[src/sv/tcct_pkg.sv]
// Package for the text console cursor tracker.
// Holds the command, action and line-break codes and the payload structs.
// No dependencies.
package tcct_pkg;

    localparam int COORD_BITS_DEF = 8;
    localparam int SIZE_BITS      = 8;
    localparam int CFG_IDX_BITS   = 2;

    localparam logic [SIZE_BITS-1:0] COLUMNS_RESET = 8'd80;
    localparam logic [SIZE_BITS-1:0] ROWS_RESET    = 8'd25;

    typedef enum logic [2:0] {
        CMD_GLYPH   = 3'd0,
        CMD_NEWLINE = 3'd1,
        CMD_CR      = 3'd2,
        CMD_BS      = 3'd3,
        CMD_SET     = 3'd4,
        CMD_CLEAR   = 3'd5
    } cmd_e_t;

    typedef enum logic [1:0] {
        ACT_NONE  = 2'd0,
        ACT_DRAW  = 2'd1,
        ACT_CLEAR = 2'd2
    } action_e_t;

    typedef enum logic [1:0] {
        LB_NONE = 2'd0,
        LB_SOFT = 2'd1,
        LB_HARD = 2'd2
    } nl_kind_e_t;

    typedef enum logic [CFG_IDX_BITS-1:0] {
        REG_COLUMNS = 2'd0,
        REG_ROWS    = 2'd1
    } cfg_reg_e_t;

    typedef struct packed {
        logic [2:0] command;
        logic [7:0] glyph_in;
        logic [7:0] target_column;
        logic [7:0] target_row;
    } cmd_t;

    typedef struct packed {
        logic [1:0] action;
        logic [7:0] cell_column;
        logic [7:0] cell_row;
        logic [7:0] glyph_out;
        logic       scroll;
        logic [1:0] nl_kind;
        logic [7:0] nl_row;
    } upd_t;

endpackage

[src/sv/tcct_if.sv]
// Valid/ready channel interfaces for commands and console updates.
// Depends on nothing; payload fields follow tcct_pkg structs.
interface tcct_cmd_if;
    logic       valid;
    logic       ready;
    logic [2:0] command;
    logic [7:0] glyph_in;
    logic [7:0] target_column;
    logic [7:0] target_row;

    modport source (output valid, command, glyph_in, target_column, target_row,
                    input ready);
    modport sink   (input valid, command, glyph_in, target_column, target_row,
                    output ready);
endinterface

interface tcct_upd_if;
    logic       valid;
    logic       ready;
    logic [1:0] action;
    logic [7:0] cell_column;
    logic [7:0] cell_row;
    logic [7:0] glyph_out;
    logic       scroll;
    logic [1:0] nl_kind;
    logic [7:0] nl_row;

    modport source (output valid, action, cell_column, cell_row, glyph_out, scroll,
                    nl_kind, nl_row, input ready);
    modport sink   (input valid, action, cell_column, cell_row, glyph_out, scroll,
                    nl_kind, nl_row, output ready);
endinterface

[src/sv/tcct_step.sv]
// Command decode and cursor update logic for one command.
// Depends on tcct_pkg.
module tcct_step #(
    parameter int COORD_BITS = tcct_pkg::COORD_BITS_DEF
) (
    input  tcct_pkg::cmd_t        cmd_in,
    input  logic [7:0]            columns,
    input  logic [7:0]            rows,
    input  logic [COORD_BITS-1:0] col,
    input  logic [COORD_BITS-1:0] row,
    output logic [COORD_BITS-1:0] col_next,
    output logic [COORD_BITS-1:0] row_next,
    output tcct_pkg::upd_t        upd
);

    localparam int W = ((COORD_BITS > 8) ? COORD_BITS : 8) + 1;

    logic                  console_ready;
    logic [COORD_BITS-1:0] col_inc;
    logic [COORD_BITS-1:0] col_dec;
    logic [COORD_BITS-1:0] row_inc;
    logic [COORD_BITS-1:0] row_nl;
    logic [W-1:0]          col_w;
    logic [W-1:0]          row_w;
    logic [W-1:0]          col_dec_w;
    logic [W-1:0]          row_nl_w;
    logic [W-1:0]          row_inc_w;
    logic [W-1:0]          cols_w;
    logic [W-1:0]          rows_w;
    logic [W-1:0]          set_col_w;
    logic [W-1:0]          set_row_w;
    logic                  wrap;
    logic                  last_row;

    assign console_ready = (columns != 8'd0) && (rows != 8'd0);
    assign cols_w    = W'(columns);
    assign rows_w    = W'(rows);
    assign col_w     = W'(col);
    assign row_w     = W'(row);
    assign col_inc   = col + COORD_BITS'(1);
    assign col_dec   = col - COORD_BITS'(1);
    assign row_inc   = row + COORD_BITS'(1);
    assign col_dec_w = W'(col_dec);
    assign row_inc_w = row_w + W'(1);
    assign last_row  = row_inc_w >= rows_w;
    assign row_nl    = last_row ? row : row_inc;
    assign row_nl_w  = W'(row_nl);
    assign wrap      = (W'(col_inc) >= cols_w) || (col_inc == '0);
    assign set_col_w = (W'(cmd_in.target_column) < cols_w) ? W'(cmd_in.target_column)
                                                            : cols_w - W'(1);
    assign set_row_w = (W'(cmd_in.target_row) < rows_w) ? W'(cmd_in.target_row)
                                                       : rows_w - W'(1);

    always_comb
    begin
        upd      = '0;
        col_next = col;
        row_next = row;
        unique case (cmd_in.command)
            tcct_pkg::CMD_GLYPH:
            begin
                if (console_ready)
                begin
                    upd.action      = tcct_pkg::ACT_DRAW;
                    upd.cell_column = col_w[7:0];
                    upd.cell_row    = row_w[7:0];
                    upd.glyph_out   = cmd_in.glyph_in;
                    if (wrap)
                    begin
                        col_next    = '0;
                        row_next    = row_nl;
                        upd.scroll  = last_row;
                        upd.nl_kind = tcct_pkg::LB_SOFT;
                        upd.nl_row  = row_nl_w[7:0];
                    end
                    else
                    begin
                        col_next = col_inc;
                    end
                end
            end
            tcct_pkg::CMD_NEWLINE:
            begin
                if (console_ready)
                begin
                    col_next    = '0;
                    row_next    = row_nl;
                    upd.scroll  = last_row;
                    upd.nl_kind = tcct_pkg::LB_HARD;
                    upd.nl_row  = row_nl_w[7:0];
                end
            end
            tcct_pkg::CMD_CR:
            begin
                if (console_ready)
                begin
                    col_next = '0;
                end
            end
            tcct_pkg::CMD_BS:
            begin
                if (console_ready && (col != '0))
                begin
                    col_next        = col_dec;
                    upd.action      = tcct_pkg::ACT_CLEAR;
                    upd.cell_column = col_dec_w[7:0];
                    upd.cell_row    = row_w[7:0];
                end
            end
            tcct_pkg::CMD_SET:
            begin
                if (console_ready)
                begin
                    col_next = set_col_w[COORD_BITS-1:0];
                    row_next = set_row_w[COORD_BITS-1:0];
                end
                else
                begin
                    col_next = '0;
                    row_next = '0;
                end
            end
            tcct_pkg::CMD_CLEAR:
            begin
                col_next = '0;
                row_next = '0;
            end
            default:
            begin
                col_next = col;
                row_next = row;
            end
        endcase
    end

endmodule

[src/sv/text_console_cursor_tracker_top.sv]
// Text console cursor tracker, top level.
// Update valid is registered: it rises in the cycle after a command transaction.
// Throughput: one command per cycle while updates are taken; the update register frees as it is taken.
// Reset: sizes return to 80 columns by 25 rows, cursor to (0,0), no update held.
// Depends on tcct_pkg, tcct_if and tcct_step.
module text_console_cursor_tracker_top #(
    parameter int COORD_BITS = tcct_pkg::COORD_BITS_DEF
) (
    input  logic                              clk,
    input  logic                              rst_n,
    input  logic                              cfg_we,
    input  logic [tcct_pkg::CFG_IDX_BITS-1:0] cfg_index,
    input  logic [tcct_pkg::SIZE_BITS-1:0]    cfg_wdata,
    tcct_cmd_if.sink                          cmd,
    tcct_upd_if.source                        upd
);

    localparam int W = ((COORD_BITS > 8) ? COORD_BITS : 8) + 1;

    logic [7:0]            columns_reg;
    logic [7:0]            rows_reg;
    logic [COORD_BITS-1:0] col_reg;
    logic [COORD_BITS-1:0] row_reg;
    logic [COORD_BITS-1:0] col_next;
    logic [COORD_BITS-1:0] row_next;
    logic                  out_valid_reg;
    tcct_pkg::upd_t        upd_reg;
    tcct_pkg::upd_t        upd_next;
    tcct_pkg::cmd_t        cmd_in;
    logic                  cmd_accept;

    assign cmd_in.command       = cmd.command;
    assign cmd_in.glyph_in      = cmd.glyph_in;
    assign cmd_in.target_column = cmd.target_column;
    assign cmd_in.target_row    = cmd.target_row;

    assign cmd.ready  = !out_valid_reg || upd.ready;
    assign cmd_accept = cmd.valid && cmd.ready;

    tcct_step #(
        .COORD_BITS (COORD_BITS)
    ) u_step (
        .cmd_in   (cmd_in),
        .columns  (columns_reg),
        .rows     (rows_reg),
        .col      (col_reg),
        .row      (row_reg),
        .col_next (col_next),
        .row_next (row_next),
        .upd      (upd_next)
    );

    always_ff @(posedge clk or negedge rst_n)
    begin
        if (!rst_n)
        begin
            columns_reg   <= tcct_pkg::COLUMNS_RESET;
            rows_reg      <= tcct_pkg::ROWS_RESET;
            col_reg       <= '0;
            row_reg       <= '0;
            out_valid_reg <= 1'b0;
        end
        else
        begin
            if (cfg_we && (cfg_index == tcct_pkg::REG_COLUMNS ||
                           cfg_index == tcct_pkg::REG_ROWS))
            begin
                if (cfg_index == tcct_pkg::REG_COLUMNS)
                begin
                    columns_reg <= cfg_wdata;
                end
                else
                begin
                    rows_reg <= cfg_wdata;
                end
                col_reg <= '0;
                row_reg <= '0;
            end
            else if (cmd_accept)
            begin
                col_reg <= col_next;
                row_reg <= row_next;
            end

            if (cmd_accept)
            begin
                out_valid_reg <= 1'b1;
            end
            else if (upd.ready)
            begin
                out_valid_reg <= 1'b0;
            end
        end
    end

    always_ff @(posedge clk)
    begin
        if (cmd_accept)
        begin
            upd_reg <= upd_next;
        end
    end

    assign upd.valid       = out_valid_reg;
    assign upd.action      = upd_reg.action;
    assign upd.cell_column = upd_reg.cell_column;
    assign upd.cell_row    = upd_reg.cell_row;
    assign upd.glyph_out   = upd_reg.glyph_out;
    assign upd.scroll      = upd_reg.scroll;
    assign upd.nl_kind     = upd_reg.nl_kind;
    assign upd.nl_row      = upd_reg.nl_row;

    // cursor stays inside the console whenever the size is nonzero
    a_col_in_range: assert property (@(posedge clk) disable iff (!rst_n)
        (columns_reg != 8'd0) |-> (W'(col_reg) < W'(columns_reg)))
        else $error("cursor column outside console");

    a_row_in_range: assert property (@(posedge clk) disable iff (!rst_n)
        (rows_reg != 8'd0) |-> (W'(row_reg) < W'(rows_reg)))
        else $error("cursor row outside console");

    a_accept_gives_update: assert property (@(posedge clk) disable iff (!rst_n)
        cmd_accept |=> upd.valid)
        else $error("command transaction without update");

    a_no_action_zero_cell: assert property (@(posedge clk) disable iff (!rst_n)
        (upd.valid && upd.action == tcct_pkg::ACT_NONE) |->
        (upd.cell_column == 8'd0 && upd.cell_row == 8'd0 && upd.glyph_out == 8'd0))
        else $error("cell fields set with no action");

    a_scroll_has_break: assert property (@(posedge clk) disable iff (!rst_n)
        (upd.valid && upd.scroll) |-> (upd.nl_kind != tcct_pkg::LB_NONE))
        else $error("scroll without line break");

endmodule

[src/flat_wrapper.sv]
// flat-port wrapper written by rule: the top's interface ports become plain ports
module text_console_cursor_tracker_top_flat 
#(
    parameter int COORD_BITS = tcct_pkg::COORD_BITS_DEF
)
  (clk, rst_n, cfg_we, cfg_index, cfg_wdata, cmd_valid, cmd_command, cmd_glyph_in, cmd_target_column, cmd_target_row, cmd_ready, upd_valid, upd_action, upd_cell_column, upd_cell_row, upd_glyph_out, upd_scroll, upd_nl_kind, upd_nl_row, upd_ready);
  tcct_cmd_if cmd_i ();
  tcct_upd_if upd_i ();
  input  logic clk;
  input  logic rst_n;
  input  logic cfg_we;
  input  logic [tcct_pkg::CFG_IDX_BITS-1:0] cfg_index;
  input  logic [tcct_pkg::SIZE_BITS-1:0] cfg_wdata;
  input wire logic [$bits(cmd_i.valid)-1:0] cmd_valid;
  input wire logic [$bits(cmd_i.command)-1:0] cmd_command;
  input wire logic [$bits(cmd_i.glyph_in)-1:0] cmd_glyph_in;
  input wire logic [$bits(cmd_i.target_column)-1:0] cmd_target_column;
  input wire logic [$bits(cmd_i.target_row)-1:0] cmd_target_row;
  output wire logic [$bits(cmd_i.ready)-1:0] cmd_ready;
  output wire logic [$bits(upd_i.valid)-1:0] upd_valid;
  output wire logic [$bits(upd_i.action)-1:0] upd_action;
  output wire logic [$bits(upd_i.cell_column)-1:0] upd_cell_column;
  output wire logic [$bits(upd_i.cell_row)-1:0] upd_cell_row;
  output wire logic [$bits(upd_i.glyph_out)-1:0] upd_glyph_out;
  output wire logic [$bits(upd_i.scroll)-1:0] upd_scroll;
  output wire logic [$bits(upd_i.nl_kind)-1:0] upd_nl_kind;
  output wire logic [$bits(upd_i.nl_row)-1:0] upd_nl_row;
  input wire logic [$bits(upd_i.ready)-1:0] upd_ready;
  assign cmd_i.valid = cmd_valid;
  assign cmd_i.command = cmd_command;
  assign cmd_i.glyph_in = cmd_glyph_in;
  assign cmd_i.target_column = cmd_target_column;
  assign cmd_i.target_row = cmd_target_row;
  assign cmd_ready = cmd_i.ready;
  assign upd_valid = upd_i.valid;
  assign upd_action = upd_i.action;
  assign upd_cell_column = upd_i.cell_column;
  assign upd_cell_row = upd_i.cell_row;
  assign upd_glyph_out = upd_i.glyph_out;
  assign upd_scroll = upd_i.scroll;
  assign upd_nl_kind = upd_i.nl_kind;
  assign upd_nl_row = upd_i.nl_row;
  assign upd_i.ready = upd_ready;
  text_console_cursor_tracker_top #(.COORD_BITS(COORD_BITS)) u_core (.clk(clk), .rst_n(rst_n), .cfg_we(cfg_we), .cfg_index(cfg_index), .cfg_wdata(cfg_wdata), .cmd(cmd_i), .upd(upd_i));
endmodule
[config.mk]
export PLATFORM = sky130hd
export DESIGN_NAME = text_console_cursor_tracker_top_flat
export DESIGN_NICKNAME = d
export VERILOG_FILES = /design/src/sv/tcct_pkg.sv /design/src/sv/tcct_if.sv /design/src/sv/tcct_step.sv /design/src/sv/text_console_cursor_tracker_top.sv /design/src/flat_wrapper.sv
export SDC_FILE = /design/constraint.sdc
export NUM_CORES = 1
export LEC_CHECK = 0
export BUFFER_PORTS_ARGS = -buffer_cell sky130_fd_sc_hd__buf_2
export CAP_MARGIN = 5
export CORE_MARGIN = 8
export CORE_UTILIZATION = 55
export CTS_BUF_LIST = sky130_fd_sc_hd__clkbuf_4 sky130_fd_sc_hd__clkbuf_8 sky130_fd_sc_hd__clkbuf_16
export DETAILED_ROUTE_END_ITERATION = 6
export GPL_TIMING_DRIVEN = 0
export PLACE_DENSITY = 0.78
export SYNTH_ARGS = -nofsm -noshare
export SYNTH_HDL_FRONTEND = slang
export SYNTH_SLANG_ARGS = --single-unit
[constraint.sdc]
create_clock -name clk -period 4.2 [get_ports clk]
set_input_delay 1.26 -clock clk [delete_from_list [all_inputs] [get_ports clk]]
set_output_delay 1.26 -clock clk [all_outputs]
set_load 0.01 [all_outputs]
After elaboration in Yosys (flattened, before gate mapping)
Index checks and enable logic that the tools add are counted.
{ "totals": {"reg_bits": 70, "elab_cells": 84} }
{ "op_classes": {"n_addsub": 6, "order_cmp": 4, "eq_ne": 11, "mux": 26, "bitwise_logic": 1, "n_reduce_logical": 24} }
{ "ops": {"columns": ["operator", "count"], "rows": [
  ["$mux 8", 16],
  ["$pmux 8 s5", 1],
  ["$mux 36", 1],
  ["$pmux 18 s2", 1],
  ["$pmux 8 s4", 1],
  ["$reduce_bool 8->1", 3],
  ["$sub 8x1->8 const B", 3],
  ["$mux 11", 2],
  ["$pmux 11 s2", 1],
  ["$mux 18", 1],
  ["$add 8x1->8 const B", 2],
  ["$lt 8x8->1", 2],
  ["$ne 3x2->1 const B", 4],
  ["$reduce_and 5->1", 2],
  ["$add 8x1->9 const B", 1],
  ["$ge 9x8->1", 1],
  ["$ge 8x8->1", 1],
  ["$logic_not 8->1", 1],
  ["$eq 3x2->1 const B", 2],
  ["$eq 3x3->1 const B", 2],
  ["$reduce_and 2->1", 3],
  ["$reduce_bool 6->1", 1],
  ["$reduce_bool 5->1", 1],
  ["$logic_and 1x1->1", 4],
  ["11 further kinds", 15]
]} }

Depth between registers and ports, before layout
Gate-level depths: netlist (run 1).
{ "logic_depth": {"depth_word": 8, "depth_mapped": 11, "mapped_depth_nobuf": 11} }

By module
From an unflattened synthesis (run 1), not the netlist that was laid out.
{ "unflattened": {"cells_unflattened": 545, "area_unflattened_um2": 5180.0} }
{ "by_module_without_submodules": {"columns": ["mod", "n_inst", "cells_each", "area_each_um2"], "rows": [
  ["tcct_step", 1, 395, 2652.5],
  ["text_console_cursor_tracker_top", 1, 150, 2527.4]
]} }

Least setup slack after synthesis (run 1)
No wires, ideal clock.
{ "synth_timing": {"path_type": "input -> register", "from": "input port cmd_target_column[2]", "to": "register u_core.col_reg[4]", "setup_time_ns": 0.131, "t_arrival_ns": 2.900, "required_ns": 4.069, "slack_ns": 1.170, "cell_stages": 7, "n_path_buf": 0, "cell_sequence": "ha_1 > a211o_1 > a31oi_1 > o31ai_4 > mux2_1 > a221oi_1 > o31ai_1"} }
{ "synth_via": {"elab_chain_cells": 6} }
{ "synth_lines": {"columns": ["item", "line", "text"], "rows": [
  ["start: declaration", "flat_wrapper.sv:17", "input wire logic [$bits(cmd_i.target_column)-1:0] cmd_target_column;"],
  ["$lt 8x8->1", "tcct_step.sv:49", "assign set_col_w = (W'(cmd_in.target_column) < cols_w) ? W'(cmd_in.target_column)"],
  ["$mux 8", "tcct_step.sv:49", null],
  ["$mux 8", "tcct_step.sv:112", "if (console_ready)"],
  ["$pmux 8 s5", "tcct_step.sv:59", "unique case (cmd_in.command)"],
  ["$mux 8", "text_console_cursor_tracker_top.sv:79", "else if (cmd_accept)"],
  ["$mux 8", "text_console_cursor_tracker_top.sv:65", "if (cfg_we && (cfg_index == tcct_pkg::REG_COLUMNS ||"],
  ["end signal: assignment", "text_console_cursor_tracker_top.sv:81", "col_reg <= col_next;"],
  ["end: declaration", "text_console_cursor_tracker_top.sv:22", "logic [COORD_BITS-1:0] col_reg;"]
]} }
Every way passes these cells. The select of a mux whose other input is x is not followed.
A chain may end at the register's enable or synchronous reset.

==> flow_summary.json, run 1 <==
{
  "internal_power_mw": 1.52,
  "wl_per_cell_um": 17.6,
  "worstSetupStartpointType": "flip-flop",
  "p_sw_mw": 0.838,
  "ys_ff_latch": 70,
  "viasPerCell": 5.99,
  "critPathTopFamily": "compound AO/OA/AOI/OAI gates",
  "n_antenna_cell": 0,
  "nNetsFinal": 675,
  "final_cell_mix": "buf_2, nand2_1, ha_1, edfxtp_1, nor2_1",
  "wirelength_um": 12500,
  "first_global_vias": 4144,
  "crit_path_top_delay_cell": "a211oi_1",
  "combPwrFrac": 0.367,
  "layout_min_cycle_time_ns": 3.73,
  "crit_path_end_kind": "flip-flop",
  "max_stage_delay_ns": 0.73,
  "synth-compound-area-share": 0.183,
  "postSynthAreaPerCell_um2": 9.81,
  "overflow": 0,
  "multi_input_area_um2": 2800,
  "dr.first_iter.drc_count": 305,
  "finalHoldViolations": 0,
  "finalMaxSlewViolations": 0,
  "regArea_um2": 1940,
  "synth_top_family_by_area": "simple AND/OR/NAND/NOR gates",
  "async_flop_share": 0.471,
  "routabilityCongestion": 0.876,
  "synth_top_area_share": 0.224,
  "dr.pass1.iters": 5,
  "seq_area_frac_synth": 0.392,
  "synth_area_um2": 4960,
  "cap_violations": 0,
  "final_util": 0.659,
  "core_area_um2": 8720,
  "fmax_mhz": 268,
  "syn-num-nets": 585,
  "grt_first_pass_wirelength_um": 20500,
  "htreeDepth": 3,
  "powerDensity_nw_per_um2": 411,
  "drc": 0,
  "power_frac_clock": 0.265,
  "synthDistinctLibCells": 66,
  "netlist_instances": 506,
  "place_worst_setup_slack_ns": 0.621,
  "ant_nets": 0,
  "synth_adder_area_share": 0.0933,
  "die_x_um": 111,
  "cts-hold-fix-buffers": 0,
  "io_pins": 81,
  "n_fill_cell": 702,
  "path_class": "reg2reg",
  "synth_xor_area_frac": 0.0582,
  "setup_viol": 0,
  "synth_top_area_cell": "edfxtp_1",
  "die-area_um2": 12300,
  "pwr-share-seq": 0.369,
  "holdWs_ns": 0.513,
  "worstMarginPinSlew_ns": 0.869,
  "muxShareOfSynthArea": 0.0421,
  "critPathMaxFanout": 10,
  "cts_resized": 0,
  "synth_area_leaders": "edfxtp_1, dfrtp_1, ha_1, xnor2_1, nand2_1",
  "cp_data_required_time_ns": 4.28,
  "start_util": 0.569,
  "slew_headroom": 0.417,
  "hold_path_class": "reg2reg",
  "drive_above_1_share": 0.258,
  "cts_setup_buffers": 0,
  "cts_buffers": 9,
  "crit_top_cell": "nand3_1",
  "grt_max_degree": 38,
  "rsz0062_at_grt": "false",
  "dpl.hpwl_um": 9580,
  "grtUsageTotal": 0.201,
  "num_rows": 34,
  "vias": 4249,
  "ctsRootBufferMaster": "clkbuf_8",
  "finalWorstSetupSlack_ns": 0.466,
  "mostFrequentLayoutCell": "buf_2",
  "synth_edf_count": 37,
  "die_h_um": 111,
  "setup_tns_ns": 0,
  "period_share": 0.889,
  "antenna_found_initial": 0,
  "fin_skew_ns": 0.0125,
  "cts.sinks": 70,
  "finalPower_mw": 2.36,
  "worst_ep_arrival_time_ns": 3.81,
  "synth-simple-area-share": 0.189,
  "p_sw_frac": 0.355,
  "cts_tree": "done",
  "synth-main-ff-cell": "edfxtp_1",
  "dp_cells": 692,
  "finalNonFillerCells": 709,
  "cts.clk_slew.worst_paths_ns": 0.08,
  "clk_path_buf_depth": 2,
  "clk_latency_ns": 0.35,
  "crit_chain": "buf_1, nand3_1, nor2_1, xor2_1, ha_1, and4_1, a211oi_1, nand3_1, o21ai_2, a21oi_1",
  "critPathBufInv": 1,
  "area_delta_synth_final_pct": 15.7,
  "vdd_ir_drop_max_uv": 235,
  "stdcell_area_um2": 5740,
  "ys_warn_count": 0,
  "status": "finished, final reports clean",
  "io_buffers": 78,
  "total_leakage_power_nw": 2.47,
  "place_area_um2": 5490
}
-- layer usage --
metal / up-vias / GRT usage / part of all wire
li1: 2054 / - / -
met1: 1998 / 0.265 / 0.47
met2: 181 / 0.314 / 0.44
met3: 16 / 0.0579 / 0.078
met4: 0 / 0.0505 / 0.012
met5: - / 0 / 0
-- area by class of cell --
class	instances	area share
clock buffers	11	0.0253
clock inverters	5	0.0144
flip-flops and latches	70	0.338
plain buffers	24	0.0220
repair buffers	79	0.0728
multi-input cells	388	0.488
well taps	108	0.0235
inverters	24	0.0157
-- final timing paths --
kind,to,startpoint,depth (start not counted),slack (ns)
hold reg to reg,u_core.rows_reg[6]$_DFFE_PN0P_,u_core.rows_reg[6]$_DFFE_PN0P_,1,0.51
max in group asynchronous,u_core.upd.valid$_DFFE_PN0P_,rst_n,1,2.69
setup / recovery,u_core.upd.nl_row[1]$_DFFE_PP_,u_core.col_reg[2]$_DFFE_PN0P_,10,0.47
hold / removal,u_core.rows_reg[6]$_DFFE_PN0P_,u_core.rows_reg[6]$_DFFE_PN0P_,1,0.51
setup reg to reg,u_core.upd.nl_row[1]$_DFFE_PP_,u_core.col_reg[2]$_DFFE_PN0P_,10,0.47
min in group asynchronous,u_core.col_reg[1]$_DFFE_PN0P_,rst_n,1,0.99
-- cells by family after synthesis --
| logic type | after synthesis |
|---|---|
| mux | 19 |
| buf+inv | 48 |
| simple gates | 177 |
| compound gates | 122 |
| flops | 70 |
| fa+ha+maj | 37 |
| xor+xnor | 33 |
-- power by group through the flow --
stage          logic (mW)  registers (mW)  clock network, mW
2_1_floorplan       0.622           0.883                  0
3_3_place_gp        0.819           0.880                  0
3_5_place_dp        0.844           0.884                  0
4_1_cts             0.852           0.869              0.633
5_1_grt             0.959           0.881              0.664
6_report            0.865           0.870              0.624
-- synthesized netlist by cell type, types with 5 or more instances --
cell / n
ha_1: 37
clkbuf_1: 9
mux2_2: 10
a211o_1: 6
mux2i_1: 7
nor2_1: 33
dfstp_2: 5
o31ai_1: 7
nor3_1: 6
o211ai_1: 9
o21a_1: 5
and2_1: 22
a21oi_1: 16
xor2_1: 10
buf_2: 11
edfxtp_1: 37
a31oi_1: 8
nand3_1: 21
xnor2_1: 23
nand4_1: 10
dfrtp_1: 28
o21ai_0: 29
nand2_1: 44
inv_1: 24
nand2b_1: 9
a211oi_1: 6
-- worst register-to-register path, delay by kind of cell, from the launching register on --
kind | cells | cell delay [ns]
AO/OA/AOI/OAI | 3 | 1.27
XOR/XNOR | 1 | 0.26
adder cells (fa/ha/maj) | 1 | 0.32
buffers and inverters | 1 | 0.35
flip-flops | 1 | 0.38
AND/OR/NAND/NOR | 4 | 0.88
(Power assumes the default switching activity.)
==> run 2, diff against run 1 <==
- CORE_MARGIN: 8 -> default
- REMOVE_ABC_BUFFERS: default -> 1
- SYNTH_HIERARCHICAL: default -> 1
==> run 2 against run 1 <==
Synthesized area up 4.4%. Utilization shrank 3.2 points. Critical path depth unchanged. Power decreased by 4.3%. Worst hold slack improved by 0.045 ns.
==> flow_summary.json, run 2 <==
{
  "n_fill_cell": 756,
  "viasPerCell": 6.19,
  "die-area_um2": 9810,
  "mostFrequentLayoutCell": "buf_2",
  "antenna_found_initial": 0,
  "finalMaxSlewViolations": 0,
  "wirelength_um": 12200,
  "num_rows": 35,
  "total_leakage_power_nw": 2.54,
  "path_class": "in2reg",
  "worstSetupStartpointType": "input port",
  "yosys.cell_count.top_type": "nand2_1",
  "ant_nets": 0,
  "synth_edf_count": 37,
  "dr.pass1.iters": 5,
  "grt_first_pass_wirelength_um": 19500,
  "crit_path_top_delay_cell": "o21ai_1",
  "status": "finished, final reports clean",
  "finalPower_mw": 2.26,
  "dr.first_iter.drc_count": 534,
  "slew_headroom": 0.171,
  "cap_violations": 0,
  "critPathBufInv": 1,
  "io_pins": 81,
  "cts_tree": "done",
  "finalHoldViolations": 0,
  "htreeDepth": 3,
  "synth_top_area_share": 0.214,
  "ys_ff_latch": 70,
  "synthDistinctLibCells": 72,
  "clk_path_buf_depth": 2,
  "cts.sinks": 70,
  "synth-main-ff-cell": "edfxtp_1",
  "drc": 0,
  "met3_usage": 0.0369,
  "use_met1": 0.349,
  "routabilityCongestion": 0.860,
  "finalWorstSetupSlack_ns": 0.256,
  "final_util": 0.627,
  "seq_area_frac_synth": 0.375,
  "crit_path_end_kind": "flip-flop",
  "synth_area_leaders": "edfxtp_1, dfrtp_1, ha_1, xnor2_1, mux2_2",
  "worst_ep_arrival_time_ns": 4.16,
  "cts.clk_slew.worst_paths_ns": 0.08,
  "powerDensity_nw_per_um2": 391,
  "r2r_slack_ns": 0.26,
  "ctsRootBufferMaster": "clkbuf_8",
  "synth_area_um2": 5180,
  "grt_use_met2": 0.405,
  "place_worst_setup_slack_ns": -0.136,
  "nNetsFinal": 682,
  "regArea_um2": 1940,
  "synth_top_area_cell": "edfxtp_1",
  "holdPathEnd": "u_core/columns_reg[1]$_DFFE_PN0P_",
  "die_x_um": 99.0,
  "start_util": 0.563,
  "overflow": 0,
  "layout_min_cycle_time_ns": 3.94,
  "cp_data_required_time_ns": 4.41,
  "clk_latency_ns": 0.34,
  "drive_above_1_share": 0.250,
  "r2r_start": "u_core/col_reg[1]$_DFFE_PN0P_",
  "setup_viol": 0,
  "grtUsageTotal": 0.251,
  "hold_path_class": "reg2reg",
  "io_buffers": 80,
  "rr_worst_depth": 13,
  "core_area_um2": 9200,
  "postSynthAreaPerCell_um2": 9.50,
  "vias": 4444,
  "grt_max_degree": 54,
  "period_share": 0.939,
  "dpl.hpwl_um": 8930,
  "n_antenna_cell": 0,
  "ys_warn_count": 6,
  "hp-start": "u_core/columns_reg[1]$_DFFE_PN0P_",
  "crit_chain": "buf_2, ha_1, a2111oi_0, nand2b_1, o21ai_1, mux2i_1, o22ai_1, or3_1, nand4_1, o21ai_2",
  "fin_skew_ns": 0.00949,
  "async_flop_share": 0.471,
  "die_h_um": 99.0,
  "area_delta_synth_final_pct": 11.3,
  "netlist_instances": 545,
  "max_stage_delay_ns": 0.74,
  "final_cell_mix": "buf_2, nand2_1, ha_1",
  "critPathTopFamily": "compound AO/OA/AOI/OAI gates",
  "timing.rr.end": "u_core/row_reg[4]$_DFFE_PN0P_",
  "first_global_vias": 4076,
  "gr-max-usage-layer": "met2",
  "critPathMaxFanout": 14,
  "rsz0062_at_grt": "false",
  "vdd_ir_drop_max_uv": 238,
  "min_path_cells": 1,
  "wl_per_cell_um": 17.0,
  "fmax_mhz": 254,
  "multi_input_area_um2": 2920,
  "cts_buffers": 9,
  "setup_tns_ns": 0,
  "worstMarginPinSlew_ns": 1.24,
  "synthTopCellsByCount": "nand2_1, ha_1, edfxtp_1, nor2_1"
}
run 2: cell types whose count changed after synthesis, moves of 6 or more:
cell / change
o21ai_2: +9
buf_4: +6
and2_1: -17
and3_1: +11
a211o_1: -6
a211oi_1: -6
mux2_2: +6
nand4_1: +9
inv_1: +6
a21oi_1: +17
o22ai_1: +7
run 2: layout make-up:
| class | instances | share of cell area |
|---|---|---|
| clock buffers | 10 | 0.0228 |
| flip-flops and latches | 70 | 0.337 |
| multi-input cells | 409 | 0.506 |
| clock inverters | 6 | 0.0191 |
| well taps | 111 | 0.0241 |
| repair buffers | 81 | 0.0707 |
| inverters | 31 | 0.0202 |
run 2: cell families (layout without fill, tap and decap cells):
kind of cell	Yosys count	count (layout)	synth area share
and+or+nand+nor	182	182	0.191
DFF	70	70	0.375
xor gates and xnor gates	30	30	0.0507
buffers and inverters	66	128	0.0657
adders and majority gates	38	38	0.0918
AOI/OAI and AO/OA	136	136	0.178
muxes	23	23	0.0483
run 2: repair_timing:
| item | 4_1_cts | 5_1_grt |
|---|---|---|
| buffers inserted | 0 | 0 |
| gates resized for setup | 1 | 4 |
| hold buffers | 0 | 0 |
| endpoints found under the setup margin | 1 | 5 |
run 2: worst max path at each step:
stage,startpoint,end,depth (start not counted)
global route,cmd_target_row[5],u_core/row_reg[7]$_DFFE_PN0P_,11
CTS,cmd_target_row[5],u_core/row_reg[7]$_DFFE_PN0P_,11
finish,cmd_target_column[5],u_core/col_reg[2]$_DFFE_PN0P_,10
detailed placement,cmd_target_row[5],u_core/row_reg[7]$_DFFE_PN0P_,11
global placement,cmd_target_row[5],u_core/row_reg[7]$_DFFE_PN0P_,10
floorplan,cmd_target_row[5],u_core/row_reg[7]$_DFFE_PN0P_,9
run 2: through the flow:
| step | hold WS [ns] | area (um2) | cells |
|---|---|---|---|
| floorplan | 0.504 | 4960 | 510 |
| global placement | 0.531 | 5500 | 701 |
| CTS | 0.555 | 5750 | 718 |
| global route | 0.579 | 5770 | 718 |
| finish | 0.558 | 5770 | 718 |
| detailed placement | 0.539 | 5500 | 702 |
run 2: power breakdown:
group | switching, mW | total (mW) | leakage (nW) | internal [mW]
Clock | 0.260 | 0.660 | 0.116 | 0.400
Combinational | 0.421 | 0.705 | 1.65 | 0.284
Sequential | 0.0895 | 0.892 | 0.778 | 0.803
run 2: layer usage:
layer,part of all wire,up-vias
met1,0.46,2086
li1,-,2116
met3,0.079,18
met4,0.014,0
met5,0,-
met2,0.45,224
